--- src/rtl/ppsc_pkg.sv ---
// Package for the pursuit steering core: datapath widths, CORDIC angle table,
// fixed-point constants and the saturation helper. No dependencies.

package ppsc_pkg;

    // CORDIC datapath: Q8.16 working values with headroom for gain growth
    localparam int CW = 27;
    // Angle accumulator, Q.16 radians
    localparam int ZW = 20;
    // Range in Q9.8, unsigned
    localparam int RW = 17;
    // Heading error in Q3.12, signed
    localparam int EW = 16;

    localparam int ATAN_LEN = 24;

    localparam logic [16:0] ATAN_Q16 [ATAN_LEN] = '{
        17'd51472, 17'd30386, 17'd16055, 17'd8150, 17'd4091, 17'd2047, 17'd1024, 17'd512,
        17'd256,   17'd128,   17'd64,    17'd32,   17'd16,   17'd8,    17'd4,    17'd2,
        17'd1,     17'd0,     17'd0,     17'd0,    17'd0,    17'd0,    17'd0,    17'd0
    };

    localparam logic signed [ZW-1:0] HALF_PI_Q16   = ZW'(102944);
    localparam logic [15:0]          INV_GAIN_Q16  = 16'd39797;
    localparam logic [16:0]          SMALL_TURN_Q12 = 17'd410;

    typedef enum logic [1:0] {
        REG_DISTANCE_GAIN     = 2'd0,
        REG_HEADING_GAIN      = 2'd1,
        REG_HEADING_TOLERANCE = 2'd2,
        REG_DESIRED_GAP       = 2'd3
    } cfg_reg_t;

    typedef logic signed [15:0] q8_8_t;

    function automatic q8_8_t sat16(input logic signed [31:0] v);
        q8_8_t r;
        if (v > 32'sd32767)
        begin
            r = 16'sh7fff;
        end
        else if (v < -32'sd32768)
        begin
            r = 16'sh8000;
        end
        else
        begin
            r = v[15:0];
        end
        return r;
    endfunction

endpackage

--- src/rtl/ppsc_cordic.sv ---
// Pipelined vectoring CORDIC: one register stage per iteration, plus the
// quadrant pre-rotation and the gain-corrected range stage. Uses ppsc_pkg.

module ppsc_cordic #(
    parameter int ITER = 16
) (
    input  logic                        clk,
    input  logic                        rst_n,
    input  logic                        in_valid,
    output logic                        in_stall,
    input  logic signed [15:0]          in_x,
    input  logic signed [15:0]          in_y,
    output logic                        out_valid,
    input  logic                        out_stall,
    output logic [ppsc_pkg::RW-1:0]     out_range,
    output logic signed [ppsc_pkg::EW-1:0] out_bearing
);
    import ppsc_pkg::*;

    localparam int LAST = ITER + 1;

    logic [LAST:0]          v_reg;
    logic [LAST:0]          en;
    logic signed [CW-1:0]   x_reg [ITER+1];
    logic signed [CW-1:0]   y_reg [ITER+1];
    logic signed [ZW-1:0]   z_reg [ITER+1];
    logic [ITER:0]          zero_reg;
    logic [RW-1:0]          range_reg;
    logic signed [EW-1:0]   bearing_reg;

    // bubbles collapse: a stage loads when empty or when the next one moves
    assign en[LAST] = !v_reg[LAST] || !out_stall;
    genvar g;
    generate
        for (g = 0; g < LAST; g++)
        begin : g_en
            assign en[g] = !v_reg[g] || en[g+1];
        end
    endgenerate

    assign in_stall = !en[0];

    // stage 0: widen to Q8.16 and fold the left half-plane by +-pi/2
    logic signed [CW-1:0] xw, yw, x0_next, y0_next;
    logic signed [ZW-1:0] z0_next;

    always_comb
    begin
        xw = {{(CW-24){in_x[15]}}, in_x, 8'd0};
        yw = {{(CW-24){in_y[15]}}, in_y, 8'd0};
        x0_next = xw;
        y0_next = yw;
        z0_next = '0;
        if (in_x[15])
        begin
            if (!in_y[15])
            begin
                x0_next = yw;
                y0_next = -xw;
                z0_next = HALF_PI_Q16;
            end
            else
            begin
                x0_next = -yw;
                y0_next = xw;
                z0_next = -HALF_PI_Q16;
            end
        end
    end

    always_ff @(posedge clk or negedge rst_n)
    begin
        if (!rst_n)
        begin
            v_reg[0] <= 1'b0;
        end
        else if (en[0])
        begin
            v_reg[0] <= in_valid;
        end
    end

    always_ff @(posedge clk)
    begin
        if (en[0])
        begin
            x_reg[0]    <= x0_next;
            y_reg[0]    <= y0_next;
            z_reg[0]    <= z0_next;
            zero_reg[0] <= (in_x == 16'sd0) && (in_y == 16'sd0);
        end
    end

    generate
        for (g = 1; g <= ITER; g++)
        begin : g_iter
            localparam int SH = g - 1;
            localparam logic signed [ZW-1:0] ANG = ZW'(ATAN_Q16[SH]);
            logic signed [CW-1:0] dx, dy, x_next, y_next;
            logic signed [ZW-1:0] z_next;

            always_comb
            begin
                dx = y_reg[g-1] >>> SH;
                dy = x_reg[g-1] >>> SH;
                if (!y_reg[g-1][CW-1])
                begin
                    x_next = x_reg[g-1] + dx;
                    y_next = y_reg[g-1] - dy;
                    z_next = z_reg[g-1] + ANG;
                end
                else
                begin
                    x_next = x_reg[g-1] - dx;
                    y_next = y_reg[g-1] + dy;
                    z_next = z_reg[g-1] - ANG;
                end
            end

            always_ff @(posedge clk or negedge rst_n)
            begin
                if (!rst_n)
                begin
                    v_reg[g] <= 1'b0;
                end
                else if (en[g])
                begin
                    v_reg[g] <= v_reg[g-1];
                end
            end

            always_ff @(posedge clk)
            begin
                if (en[g])
                begin
                    x_reg[g]    <= x_next;
                    y_reg[g]    <= y_next;
                    z_reg[g]    <= z_next;
                    zero_reg[g] <= zero_reg[g-1];
                end
            end
        end
    endgenerate

    // range = x * K, rounded to Q9.8; bearing rounded from Q.16 to Q3.12
    logic [CW-2:0]          x_pos;
    logic [CW+14:0]         range_prod;
    logic signed [ZW-1:0]   z_round;
    logic [RW-1:0]          range_next;
    logic signed [EW-1:0]   bearing_next;

    always_comb
    begin
        x_pos        = x_reg[ITER][CW-1] ? '0 : x_reg[ITER][CW-2:0];
        range_prod   = x_pos * INV_GAIN_Q16 + (CW+15)'(24'h800000);
        z_round      = (z_reg[ITER] + ZW'(8)) >>> 4;
        range_next   = range_prod[24 +: RW];
        bearing_next = z_round[EW-1:0];
        if (zero_reg[ITER])
        begin
            range_next   = '0;
            bearing_next = '0;
        end
    end

    always_ff @(posedge clk or negedge rst_n)
    begin
        if (!rst_n)
        begin
            v_reg[LAST] <= 1'b0;
        end
        else if (en[LAST])
        begin
            v_reg[LAST] <= v_reg[ITER];
        end
    end

    always_ff @(posedge clk)
    begin
        if (en[LAST])
        begin
            range_reg   <= range_next;
            bearing_reg <= bearing_next;
        end
    end

    assign out_valid   = v_reg[LAST];
    assign out_range   = range_reg;
    assign out_bearing = bearing_reg;

    // a full last stage that is not taken still holds next cycle
    a_hold: assert property (@(posedge clk) disable iff (!rst_n)
        v_reg[LAST] && out_stall |=> v_reg[LAST])
        else $error("cordic last stage dropped a stalled beat");
    // a filled first stage with a free second stage moves on
    a_move: assert property (@(posedge clk) disable iff (!rst_n)
        v_reg[0] && !v_reg[1] |=> v_reg[1])
        else $error("cordic stage one failed to load");
    // stall upstream only when the whole pipe is full
    a_full: assert property (@(posedge clk) disable iff (!rst_n)
        in_stall |-> (&v_reg) && out_stall)
        else $error("cordic stalled with a bubble in the pipe");

endmodule

--- config.mk ---
export PLATFORM = sky130hd
export DESIGN_NAME = ppsc_cordic
export DESIGN_NICKNAME = d
export VERILOG_FILES = /design/src/rtl/ppsc_pkg.sv /design/src/rtl/ppsc_cordic.sv
export SDC_FILE = /design/constraint.sdc
export NUM_CORES = 2
export LEC_CHECK = 0
export BUFFER_PORTS_ARGS = -buffer_cell sky130_fd_sc_hd__buf_2
export CORE_UTILIZATION = 35
export CTS_BUF_LIST = sky130_fd_sc_hd__clkbuf_2
export DETAILED_ROUTE_END_ITERATION = 10
export PLACE_DENSITY_LB_ADDON = 0.2
export SLEW_MARGIN = 40
export SYNTH_ARGS = -nofsm -noshare
export SYNTH_HDL_FRONTEND = slang
export SYNTH_SLANG_ARGS = --single-unit
--- constraint.sdc ---
create_clock -name clk -period 7.8 [get_ports clk]
set_input_delay 0.39 -clock clk [delete_from_list [all_inputs] [get_ports clk]]
set_output_delay 0.39 -clock clk [all_outputs]
set_load 0.02 [all_outputs]
==> key figures <==
Worst setup path
  – Critical path class: reg -> reg
  – Startpoint types: register
  – Worst Path Required: 9.24 ns
  – Critical path's largest stage delay: 0.65 ns
  – CP top delay family: adder cells
  – CP max-delay cell: nor2b_1
  – Crit. End Element: register
  – CP max FO: 15
  – Cell chain of the critical path: buf_6 -> nor2b_1 -> nand2_1 -> xnor2_1 -> ha_1 -> fa_1 -> fa_1 -> fa_1 -> inv_1 -> fa_1 -> inv_1 -> ha_1 -> a211oi_1 -> o21ai_0 -> o22ai_1 -> o21a_1 -> a21oi_1 -> o31ai_2 -> a21oi_2 -> o211a_1 -> or3_1 -> a21oi_1
  – Most used cell, CP: fa_1
  – CP arrival: 8.72 ns
  – Worst Path Buf+Inv: 3

Timing
  – # setup viols final: 0
  – Final hold violations: 0
  – Final worst path period share: 93.40%
  – Worst-Margin Slew: 0.8715 ns
  – Final Critical Period: 7.285 ns
  – Worst Skew: 0.2112 ns
  – RSZ-0062 raised after global routing: false
  – Setup TNS: 0 ns
  – Fin. max-slew vios: 0
  – Slack of the critical path: 0.5147 ns
  – Slew HR: 41.36%
  – Max Fclk: 0.1373 GHz

Floorplan
  – I/O pins: 71
  – Die height: 534.1 µm
  – Die Wd: 534.1 µm
  – Die ar.: 285300 µm²
  – Starting Density: 35.34%
  – CORE AREA: 280400 µm²
  – Row count: 194

Route
  – Final ANT Viol Nets: 0
  – Routed vias/inst: 5.223
  – Final WL: 270700 µm
  – DR iter-0 viols: 4668
  – Wire length per cell: 18.54 µm
  – DRC Markers: 0
  – Via Count: 76250
  – DRT Pass-1 Iters: 6

Outcome
  – Status: complete, no violations

Clocking
  – Clock Latency Late Sink: 1.66 ns
  – CTS Sinks: 1178
  – Worst-path clk slew: 0.11 ns
  – Root Driver: clkbuf_2
  – Setup Fix Bufs, Post-CTS: 0
  – Clock Path Buffers: 4
  – H-tree level count: 5
  – CTS tree: yes
  – CTS Buf Count: 333

Layout
  – Final instance area: 108700 µm²
  – Commonest non-fill, non-tap cells in the layout: 1168 x ha_1, 1160 x edfxtp_1, 1039 x nor2_1
  – Largest register FFs: 425
  – Fill cell count: 27950
  – Nets@finish: 12030
  – Share of cells above drive strength 1: 7.396%
  – Synth-to-Final Area Change: 9.671%
  – Non-Filler Instances: 14600
  – Leading cell type in the layout, fill and taps excluded: ha_1

Yosys
  – Synth area leader: edfxtp_1
  – Synth Flop Type: edfxtp_1
  – Top post-synthesis cells by area: edfxtp_1 35%, ha_1 15%, xnor2_1 8.4%
  – Mapped Avg Cell Area: 9.734 µm²
  – Post-Syn Area: 99090 µm²
  – Number of flops mapped to enable cells by yosys: 1160
  – Synth Instances: 10180
  – FFs w/ async S/R, synth: 1.528%
  – Yosys warning count: 0
  – Sequential area share after synthesis: 35.61%
  – Top-area cell type share of the netlist area: 35.15%
  – Synth Register Bits: 1178
  – Synth cell types: 93

Place
  – Post-Place Cells: 13890
  – Dpl ws: 0.5088 ns
  – Placed Area: 104200 µm²
  – RD Place Congestion: 0.9063
  – DP HPWL: 214800 µm
  – IO buf count: 70

Global route
  – Tot GR Track Use: 18.60%
  – Global route overflow: 0
  – Vias in the first global route: 75150
  – Initial antenna violation count: 6
  – First-pass GRT wire length: 422900 µm
  – Largest net degree at the start of global routing: 72

Run
  – Number of max-cap violations: 0

Min path
  – HP Class: in -> reg
-- what timing repair did --
item                                   in CTS  in global routing
gates resized for setup                     0                  1
hold buffers                              130                  1
endpoints found under the hold margin     275                 18
setup endpoints to repair                   0                  1
-- worst register-to-register path: stages, from the launching register on --
cell      delay, ns
edfxtp_1       0.62
buf_6          0.26
nor2b_1        0.66
nand2_1        0.22
xnor2_1        0.17
ha_1           0.31
fa_1           0.48
fa_1           0.52
fa_1           0.57
inv_1          0.06
fa_1           0.53
inv_1          0.04
ha_1           0.30
a211oi_1       0.24
o21ai_0        0.13
o22ai_1        0.22
o21a_1         0.20
a21oi_1        0.13
o31ai_2        0.45
a21oi_2        0.21
o211a_1        0.28
or3_1          0.34
a21oi_1        0.14
-- cell families (layout without fill, tap and decap cells) --
kind of cell	after synthesis	count (layout)	synth area share [%]
compound gates	2452	2452	15.59
xor+xnor	1401	1401	12.38
fa+ha+maj	1363	1363	18.69
buf+inv	847	1536	3.215
flops	1178	1178	35.61
mux	41	41	0.4382
other cells	1	7	0.003784
simple gates	2897	2897	14.08
-- synth_stat cells (134+ instances only) --
cell type,n
a21o_1,286
xor2_1,445
nor2_1,1039
nand2b_1,142
nor2b_1,182
clkbuf_1,134
o21ai_0,444
inv_1,688
xnor2_1,956
nor3_1,322
ha_1,1168
edfxtp_1,1160
nand3_1,188
a21oi_1,898
nand2_1,473
fa_1,195
-- worst paths after layout --
kind,startpoint,to,slack (ns),cells past startpoint
worst max register to register,x_reg[16][26],out_range[16],0.51,22
min in group asynchronous,rst_n,v_reg[15],0.46,5
worst max-delay path,x_reg[16][26],out_range[16],0.51,22
max in group asynchronous,rst_n,v_reg[0],6.99,5
worst min-delay path,in_x[12],y_reg[0][20],0.32,5
worst min register to register,z_reg[0][221],z_reg[0][241],0.37,0
-- cell type report --
type / instances / area [µm²] / share of cell area (%)
clock buffer: 460 / 2302 / 2.118
antenna: 4 / 10.01 / 0.009211
multi-input combinational: 8157 / 60810 / 55.95
clock inverter: 115 / 725.7 / 0.6678
sequential: 1178 / 35280 / 32.47
inverter: 688 / 2585 / 2.379
timing repair buffer: 273 / 2300 / 2.116
tap: 3724 / 4659 / 4.288
-- layer usage --
metal  track usage [%]  vias up  wire, µm
met1             24.82    36410    125500
met3             2.153      443     10140
li1                  -    37850         -
met4             6.629        0      9141
met2             30.96     1541    126000
met5                 0        -         0
-- stage by stage --
| step | utilization [%] | hold slack (ns) |
|---|---|---|
| finish | 38.76 | 0.3181 |
| detailed placement | 37.16 | 0.3851 |
| global route | 38.76 | 0.1668 |
| CTS | 38.71 | 0.02270 |
| global placement | 37.13 | 0.3871 |
| floorplan | - | 0.09441 |
Power is not shown: default switching activity piles up to over one toggle a cycle in this logic, so the estimate is an artifact.
